`config.mk`:
```
export PLATFORM = sky130hd
export DESIGN_NAME = rmth_ctrl
export DESIGN_NICKNAME = d
export VERILOG_FILES = /design/src/rtl/core/rmth_pkg.sv /design/src/rtl/core/rmth_ctrl.sv
export SDC_FILE = /design/constraint.sdc
export NUM_CORES = 1
export LEC_CHECK = 0
export ABC_CLOCK_PERIOD_IN_PS = 5950
export BUFFER_PORTS_ARGS = -buffer_cell sky130_fd_sc_hd__buf_2
export CAP_MARGIN = 20
export CELL_PAD_IN_SITES_DETAIL_PLACEMENT = 1
export CELL_PAD_IN_SITES_GLOBAL_PLACEMENT = 1
export CORE_ASPECT_RATIO = 1.2
export CORE_MARGIN = 4
export CORE_UTILIZATION = 47
export DETAILED_ROUTE_END_ITERATION = 7
export GPL_TIMING_DRIVEN = 0
export MAX_ROUTING_LAYER = met4
export PLACE_DENSITY = 0.82
export SLEW_MARGIN = 20
export SYNTH_ARGS = -nofsm -noshare
export SYNTH_HDL_FRONTEND = slang
export SYNTH_SLANG_ARGS = --single-unit
```
`constraint.sdc`:
```
create_clock -name clk -period 5.95 [get_ports clk]
set_clock_uncertainty 0.15 [all_clocks]
set_input_delay 0.8925 -clock clk [delete_from_list [all_inputs] [get_ports clk]]
set_output_delay 0.8925 -clock clk [all_outputs]
set_load 0.05 [all_outputs]
```
`src/rtl/core/rmth_pkg.sv`:
```
// Shared types and constants for the running median block.
package rmth_pkg;

  localparam int unsigned MEDIAN_WIDTH = 33;
  localparam int unsigned COUNT_WIDTH  = 11;

  // Operation codes issued by the controller to the datapath.
  typedef enum logic [2:0] {
    OP_NONE    = 3'd0,
    OP_READTOP = 3'd1,
    OP_PUSH    = 3'd2,
    OP_REPLACE = 3'd3
  } rmth_op_t;

  typedef struct packed {
    logic     start;
    rmth_op_t op;
    logic     sel_upper;
  } rmth_cmd_t;

  typedef struct packed {
    logic busy;
  } rmth_sts_t;

endpackage

```
`src/rtl/core/rmth_ctrl.sv`:
```
// Controller: sequences heap operations for one item and forms the result.
module rmth_ctrl #(
  parameter int unsigned SW       = 32,
  parameter int unsigned CAPACITY = 1024,
  parameter int unsigned DEPTH    = 512
) (
  input  logic                              clk,
  input  logic                              rst_n,
  input  logic                              in_valid,
  output logic                              in_ready,
  input  logic [SW-1:0]                     in_sample,
  output logic                              out_valid,
  input  logic                              out_ready,
  output logic [rmth_pkg::MEDIAN_WIDTH-1:0] out_median,
  output logic [rmth_pkg::COUNT_WIDTH-1:0]  out_count,
  output logic                              out_rej,
  output rmth_pkg::rmth_cmd_t               cmd,
  output logic [SW-1:0]                     val,
  output logic [$clog2(DEPTH):0]            size,
  input  rmth_pkg::rmth_sts_t               sts,
  input  logic [SW-1:0]                     top
);
  import rmth_pkg::*;

  localparam int unsigned SZW = $clog2(DEPTH) + 1;

  typedef enum logic [10:0] {
    C_IDLE  = 11'b00000000001,
    C_RDLO  = 11'b00000000010,
    C_WLO   = 11'b00000000100,
    C_RDUP  = 11'b00000001000,
    C_WUP   = 11'b00000010000,
    C_DEC   = 11'b00000100000,
    C_OP1   = 11'b00001000000,
    C_W1    = 11'b00010000000,
    C_OP2   = 11'b00100000000,
    C_W2    = 11'b01000000000,
    C_TOPS  = 11'b10000000000
  } cstate_t;

  cstate_t        state_r, state_nxt;
  logic [SZW-1:0] lsz_r, lsz_nxt, usz_r, usz_nxt;
  logic [SW-1:0]  v_r, v_nxt, ltop_r, ltop_nxt, utop_r, utop_nxt;
  logic           rej_r, rej_nxt;
  logic           ovalid_r, ovalid_nxt;
  logic [MEDIAN_WIDTH-1:0] med_r, med_nxt;
  logic [COUNT_WIDTH-1:0]  cnt_r, cnt_nxt;
  // Plan: first op, second op (may be none), and what they carry.
  rmth_op_t       op1_r, op1_nxt, op2_r, op2_nxt;
  logic           h1_r, h1_nxt, h2_r, h2_nxt;
  logic [SW-1:0]  a1_r, a1_nxt, a2_r, a2_nxt;
  logic           tops_r, tops_nxt;

  logic [SZW:0]   total;
  logic signed [MEDIAN_WIDTH-1:0] lx, ux;

  assign total    = {1'b0, lsz_r} + {1'b0, usz_r};
  assign in_ready = (state_r == C_IDLE) && !ovalid_r;
  assign out_valid  = ovalid_r;
  assign out_median = med_r;
  assign out_count  = cnt_r;
  assign out_rej    = rej_r;
  assign lx = MEDIAN_WIDTH'($signed(ltop_r));
  assign ux = MEDIAN_WIDTH'($signed(utop_r));

  always_comb begin
    state_nxt  = state_r;
    lsz_nxt    = lsz_r;
    usz_nxt    = usz_r;
    v_nxt      = v_r;
    ltop_nxt   = ltop_r;
    utop_nxt   = utop_r;
    rej_nxt    = rej_r;
    ovalid_nxt = ovalid_r;
    med_nxt    = med_r;
    cnt_nxt    = cnt_r;
    op1_nxt    = op1_r;
    op2_nxt    = op2_r;
    h1_nxt     = h1_r;
    h2_nxt     = h2_r;
    a1_nxt     = a1_r;
    a2_nxt     = a2_r;
    tops_nxt   = tops_r;
    cmd        = '{start: 1'b0, op: OP_NONE, sel_upper: 1'b0};
    val        = a1_r;
    size       = lsz_r;
    if (ovalid_r && out_ready) begin
      ovalid_nxt = 1'b0;
    end
    unique case (state_r)
      C_IDLE: begin
        if (in_valid && in_ready) begin
          v_nxt     = in_sample;
          rej_nxt   = (total >= (SZW+1)'(CAPACITY));
          tops_nxt  = 1'b0;
          state_nxt = (total >= (SZW+1)'(CAPACITY)) ? C_TOPS : C_RDLO;
        end
      end
      C_RDLO: begin
        cmd = '{start: 1'b1, op: OP_READTOP, sel_upper: 1'b0};
        state_nxt = C_WLO;
      end
      C_WLO: begin
        if (!sts.busy) begin
          ltop_nxt  = top;
          state_nxt = C_RDUP;
        end
      end
      C_RDUP: begin
        cmd = '{start: 1'b1, op: OP_READTOP, sel_upper: 1'b1};
        state_nxt = C_WUP;
      end
      C_WUP: begin
        if (!sts.busy) begin
          utop_nxt  = top;
          state_nxt = tops_r ? C_TOPS : C_DEC;
        end
      end
      C_DEC: begin
        op2_nxt = OP_NONE;
        if (lsz_r == '0 || $signed(ltop_r) >= $signed(v_r)) begin
          if (lsz_r > usz_r) begin
            op1_nxt = OP_REPLACE; h1_nxt = 1'b0; a1_nxt = v_r;
            op2_nxt = OP_PUSH;    h2_nxt = 1'b1; a2_nxt = ltop_r;
          end else begin
            op1_nxt = OP_PUSH; h1_nxt = 1'b0; a1_nxt = v_r;
          end
        end else if (usz_r > lsz_r) begin
          if ($signed(v_r) <= $signed(utop_r)) begin
            op1_nxt = OP_PUSH; h1_nxt = 1'b0; a1_nxt = v_r;
          end else begin
            op1_nxt = OP_REPLACE; h1_nxt = 1'b1; a1_nxt = v_r;
            op2_nxt = OP_PUSH;    h2_nxt = 1'b0; a2_nxt = utop_r;
          end
        end else begin
          op1_nxt = OP_PUSH; h1_nxt = 1'b1; a1_nxt = v_r;
        end
        state_nxt = C_OP1;
      end
      C_OP1: begin
        cmd  = '{start: 1'b1, op: op1_r, sel_upper: h1_r};
        val  = a1_r;
        size = h1_r ? usz_r : lsz_r;
        if (op1_r == OP_PUSH) begin
          if (h1_r) usz_nxt = usz_r + SZW'(1);
          else      lsz_nxt = lsz_r + SZW'(1);
        end
        state_nxt = C_W1;
      end
      C_W1: begin
        if (!sts.busy) begin
          state_nxt = (op2_r == OP_NONE) ? C_RDLO : C_OP2;
          tops_nxt  = (op2_r == OP_NONE);
        end
      end
      C_OP2: begin
        cmd  = '{start: 1'b1, op: op2_r, sel_upper: h2_r};
        val  = a2_r;
        size = h2_r ? usz_r : lsz_r;
        if (h2_r) usz_nxt = usz_r + SZW'(1);
        else      lsz_nxt = lsz_r + SZW'(1);
        state_nxt = C_W2;
      end
      C_W2: begin
        if (!sts.busy) begin
          tops_nxt  = 1'b1;
          state_nxt = C_RDLO;
        end
      end
      C_TOPS: begin
        if (lsz_r > usz_r)      med_nxt = lx <<< 1;
        else if (usz_r > lsz_r) med_nxt = ux <<< 1;
        else if (lsz_r == '0)   med_nxt = '0;
        else                    med_nxt = lx + ux;
        cnt_nxt    = COUNT_WIDTH'(total);
        ovalid_nxt = 1'b1;
        state_nxt  = C_IDLE;
      end
      default: state_nxt = C_IDLE;
    endcase
  end

  always_ff @(posedge clk) begin
    if (!rst_n) begin
      state_r  <= C_IDLE;
      lsz_r    <= '0;
      usz_r    <= '0;
      ovalid_r <= 1'b0;
    end else begin
      state_r  <= state_nxt;
      lsz_r    <= lsz_nxt;
      usz_r    <= usz_nxt;
      ovalid_r <= ovalid_nxt;
    end
    v_r    <= v_nxt;
    ltop_r <= ltop_nxt;
    utop_r <= utop_nxt;
    rej_r  <= rej_nxt;
    med_r  <= med_nxt;
    cnt_r  <= cnt_nxt;
    op1_r  <= op1_nxt;
    op2_r  <= op2_nxt;
    h1_r   <= h1_nxt;
    h2_r   <= h2_nxt;
    a1_r   <= a1_nxt;
    a2_r   <= a2_nxt;
    tops_r <= tops_nxt;
  end

  ap_balance: assert property (@(posedge clk) disable iff (!rst_n)
    state_r == C_IDLE |-> (lsz_r <= usz_r + SZW'(1)) && (usz_r <= lsz_r + SZW'(1)))
    else $error("heaps out of balance");
  ap_cap: assert property (@(posedge clk) disable iff (!rst_n)
    total <= (SZW+1)'(CAPACITY)) else $error("store over capacity");
  ap_hold: assert property (@(posedge clk) disable iff (!rst_n)
    ovalid_r && !out_ready |=> ovalid_r && $stable(med_r))
    else $error("result dropped");
endmodule

```
# Word level (Yosys, flattened, before mapping)
# Cells that the tools add are included.
[word_totals] reg_bits=246 latch_bits=0 mem_bits_rw=0 rom_bits=0 in_bits=69 output_inout_bits=94 elab_cells=121 n_memories=0
[classes] addsub=4 multipliers=0 n_div=0 n_lt_le_gt_ge=5 eq_ne=24 n_shift=0 n_mux=49 bitwise=1 n_reduce_logical=20
[ops] cell="$mux 32" n=5
[ops] cell="$pmux 11 s10" n=1
[ops] cell="$mux 33" n=3
[ops] cell="$mux 10" n=8
[ops] cell="$mux 11" n=7
[ops] cell="$pmux 10 s2" n=3
[ops] cell="$add 32x32->33" n=1
[ops] cell="$ge 32x32->1" n=1
[ops] cell="$le 32x32->1" n=1
[ops] cell="$add 10x1->10 const B" n=2
[ops] cell="$gt 10x10->1" n=2
[ops] cell="$ne 2x2->1 const B" n=10
[ops] cell="$pmux 5 s4" n=1
[ops] cell="$reduce_and 4->1" n=4
[ops] cell="$mux 1" n=13
[ops] cell="$add 10x10->11" n=1
[ops] cell="$eq 11x1->1 const B" n=1
[ops] cell="$eq 11x10->1 const B" n=1
[ops] cell="$eq 11x11->1 const B" n=1
[ops] cell="$eq 11x2->1 const B" n=1
[ops] cell="$eq 11x3->1 const B" n=1
[ops] cell="$eq 11x4->1 const B" n=1
[ops] cell="$eq 11x5->1 const B" n=1
[ops] cell="$eq 11x6->1 const B" n=1
[ops] cell="21 further kinds" n=32

# Logic depth before layout (Yosys ltp)
[logic_depth] word_depth=5 mapped_depth=12 depth_no_buf=12

# Worst setup path before layout
# OpenSTA, ideal clock, no wires.
[synth_path] path_type="reg2reg" start="register state_r[6]" end="register tops_r, enable pin" setup_time_ps=306 arrival_ps=3985 required_ps=5494 path_slack_ps=1510 path_stages_with_launch=6 path_buffers=0 period_less_slack_ps=4440 path_cell_list="dfxtp_1 -> or2_2 -> nor4_1 -> nand3b_1 -> nor3b_1 -> o21bai_1"
[synth_via] elab_chain_len=5 word_cells_on_any_way=10 cone_classes="eq/ne: 6; reduce/logical: 4"
[synth_rtl] item="start, declared" line_no="rmth_ctrl.sv:41" text="cstate_t state_r, state_nxt;"
[synth_rtl] item="start signal, assigned" line_no="rmth_ctrl.sv:190" text="state_r <= state_nxt;"
[synth_rtl] item="$eq 11x1->1" line_no="rmth_ctrl.sv:58, rmth_ctrl.sv:90"
[synth_rtl] item="$logic_and 1x1->1" line_no="rmth_ctrl.sv:58" text="assign in_ready = (state_r == C_IDLE) && !ovalid_r;"
[synth_rtl] item="$logic_and 1x1->1" line_no="rmth_ctrl.sv:92" text="if (in_valid && in_ready) begin"
[synth_rtl] item="$ne 2x1->1 (no line)"
[synth_rtl] item="$reduce_and 4->1 (no line) *"
[synth_rtl] item="end signal, assigned" line_no="rmth_ctrl.sv:207" text="tops_r <= tops_nxt;"
[synth_rtl] item="end, declared" line_no="rmth_ctrl.sv:52" text="logic tops_r, tops_nxt;"
# Every way passes the cells marked *; elsewhere a longest branch is shown, timed or not.
# A chain may end at the register's enable or synchronous reset.

# Worst setup path after layout
[layout_path] start="register lsz_r[3]" end="register a2_r[21], enable pin"
[layout_via] elab_chain_len=4 word_cells_on_any_way=8 cone_classes="order compare: 2; eq/ne: 2; reduce/logical: 4"
[layout_rtl] item="start, declared" line_no="rmth_ctrl.sv:42" text="logic [SZW-1:0] lsz_r, lsz_nxt, usz_r, usz_nxt;"
[layout_rtl] item="start signal, assigned" line_no="rmth_ctrl.sv:191" text="lsz_r <= lsz_nxt;"
[layout_rtl] item="branches (longest 3 deep; another with $gt 10x10->1)"
[layout_rtl] item="$reduce_and 4->1 (no line) *"
[layout_rtl] item="end signal, assigned" line_no="rmth_ctrl.sv:206" text="a2_r <= a2_nxt;"
[layout_rtl] item="end, declared" line_no="rmth_ctrl.sv:51" text="logic [SW-1:0] a1_r, a1_nxt, a2_r, a2_nxt;"
# Mark *: on every way between the ends.

==> flow_metrics.env <==
export IMPL_finalNonFillerCells=1804
export IMPL_clock_path_buffers=3
export IMPL_grt_pass1_wl_microns=63800
export IMPL_n_antenna_cell=0
export IMPL_cp_start_kind="register"
export IMPL_tns_ns=0
export IMPL_critPathCaptureType="register"
export IMPL_p_leak_uw=0.00630
export IMPL_initial_core_util=0.477
export IMPL_drc=0
export IMPL_period_share=0.783
export IMPL_crit_arrival_ns=4.75
export IMPL_viasPerCell=5.78
export IMPL_first_pass_iters=5
export IMPL_finalSetupViolations=0
export IMPL_fp_dieArea_sq_um=31100
export IMPL_tightestPinTransition_ns=0.952
export IMPL_hold_viol_final=0
export IMPL_netlist_instances=1207
export IMPL_r2r_start="lsz_r[3]"
export IMPL_die_x_microns=162
export IMPL_relSlewSlack=0.360
export IMPL_yosys_top_cells_count="209 x edfxtp_1, 119 x ha_1, 111 x inv_1, 105 x nand2_1, 95 x a21oi_1"
export IMPL_path_class="register to register"
export IMPL_die_h_microns=192
export IMPL_fmax_ghz=0.215
export IMPL_utilization=0.559
export IMPL_synth_main_ff_cell="edfxtp_1"
export IMPL_root_buffer="clkbuf_16"
export IMPL_multi_input_area_sq_um=5870
export IMPL_placed_area_sq_um=14800
export IMPL_dpl_cell_count=1756
export IMPL_power_uw=4190
export IMPL_io_buffers=161
export IMPL_synth_distinct_cells=70
export IMPL_synthTopCellsByArea="edfxtp_1 47%, ha_1 11%, dfxtp_1 4.8%"
export IMPL_coreArea_sq_um=27900
export IMPL_grt_total_usage=0.269
export IMPL_async_flop_share=0
export IMPL_clkLatencyLatePin_ns=0.54
export IMPL_hold_buffers=0
export IMPL_ant_nets=0
export IMPL_yosysTopAreaCell="edfxtp_1"
export IMPL_cts_resized_gates=0
export IMPL_cts_sinks=241
export IMPL_htreeDepth=1
export IMPL_antenna_found_initial=0
export IMPL_yosysSeqAreaShare=0.519
export IMPL_yosysMostFrequentCell="edfxtp_1"
export IMPL_gp_congestion=0.923
export IMPL_rsz0062_at_grt="no"
export IMPL_critPathRequiredTime_ns=6.04
export IMPL_drv_slew=0
export IMPL_grt_max_degree=46
export IMPL_cts_setup_buffers=0
export IMPL_syn_area_sq_um=13300
export IMPL_worstHoldPathType="register to register"
export IMPL_synth_avg_cell_area_sq_um=11.0
export IMPL_grt_pass1_vias=11500
export IMPL_drtIter0Drc=717
export IMPL_fin_area_sq_um=15600
export IMPL_peakVddDrop_mv=0.241
export IMPL_num_rows=67
export IMPL_ys_ff_latch=241
export IMPL_fillers=3089
export IMPL_routed_via_count=10400
export IMPL_pin_count=163
export IMPL_critPathMaxFanout=13
export IMPL_syn_nets=1397
export IMPL_cp_startpoint="lsz_r[3]"
export IMPL_grt_overflow_total=0
export IMPL_yosysWarnings=0
export IMPL_tritoncts="built"
export IMPL_cts_made_buffers=26
export IMPL_max_cap_violations=0
export IMPL_wirelength_microns=41500
export IMPL_wl_per_cell_microns=23.0
export IMPL_nets=1595
export IMPL_synth_edf_count=209
export IMPL_area_growth_pct=17.2
export IMPL_status="finished clean"
export IMPL_hp_start="tops_r"
export IMPL_synth_top_area_frac=0.471
export IMPL_dp_hpwl_microns=30800
export IMPL_register_area_sq_um=6920
export IMPL_power_density_nw_per_um2=269
export IMPL_drive_gt1_frac=0.206
export IMPL_finalCriticalPeriod_ns=4.66
export IMPL_path_clk_slew_ns=0.06
## critical path: stages (launching register included)
cell and delay (ns):
dfxtp_1 0.40, inv_1 0.14, ha_1 0.39, nand4_1 0.25, nor2_1 0.18, a2111oi_0 0.08, o31ai_1 0.81, clkbuf_1 0.62
nand4_1 0.33, a21oi_4 0.59, buf_16 0.23, buf_8 0.17
## placed cells by master (no fill, tap or decap), drive strengths merged, types with 17 or more instances in the layout
cell,count
edfxtp,209
buf,179
ha,119
inv,111
nand2,107
a21oi,95
nor2,94
o21ai,72
clkbuf,62
mux2,52
xnor2,36
dfxtp,32
nand4,24
nand3,24
xor2,19
a21o,17
## state kept, by name, indices dropped and copies added (netlist names), 10 cells and up
signal,flops
ltop_r,32
a2_r,32
out_count,11
v_r,32
out_median,33
a1_r,32
state_r,11
utop_r,32
lsz_r,10
usz_r,10
## per-layer routing
metal  vias up  wire length, microns  track usage
met4         0                  1330       0.0918
met1      5192                 16300        0.309
met2       327                 21700        0.491
met5         -                     0            -
li1       4800                     -            -
met3       102                  2100       0.0335
## stage by stage
stage | hold slack [ns] | setup slack, ns
after floorplan | 0.268 | 1.51
after global placement | 0.281 | -1.01
after detailed placement | 0.317 | 1.41
after CTS | 0.310 | 1.32
after global routing | 0.318 | 1.08
final | 0.307 | 1.29
## report_power, final
group	total [uW]	internal (uW)	switching [uW]
Clock	1610	940	673
Combinational	568	204	364
Sequential	2010	1940	75.3
## path summary, 6_finish.rpt
check	end	slack, ns	depth (start not counted)
max	a2_r[21]	1.29	11
min	state_r[5]	0.31	1
max reg2reg	a2_r[21]	1.29	11
min reg2reg	state_r[5]	0.31	1
## area by class of cell
class | instances | share of cell area
buffer | 35 | 0.00962
clock buffer | 36 | 0.0468
clock inverter | 12 | 0.00698
inverter | 111 | 0.0267
multi-input combinational | 820 | 0.376
sequential | 241 | 0.443
tap | 379 | 0.0304
timing repair buffer | 170 | 0.0602
## kinds of logic after synthesis
| family | Yosys count | synth area share |
|---|---|---|
| xor+xnor | 55 | 0.0362 |
| simple gates | 325 | 0.120 |
| compound gates | 265 | 0.122 |
| fa+ha+maj | 121 | 0.115 |
| buf+inv | 146 | 0.0426 |
| flops | 241 | 0.519 |
| mux | 53 | 0.0447 |
| other cells | 1 | 0.000282 |
No activity file was read; power rests on OpenSTA's default activity.
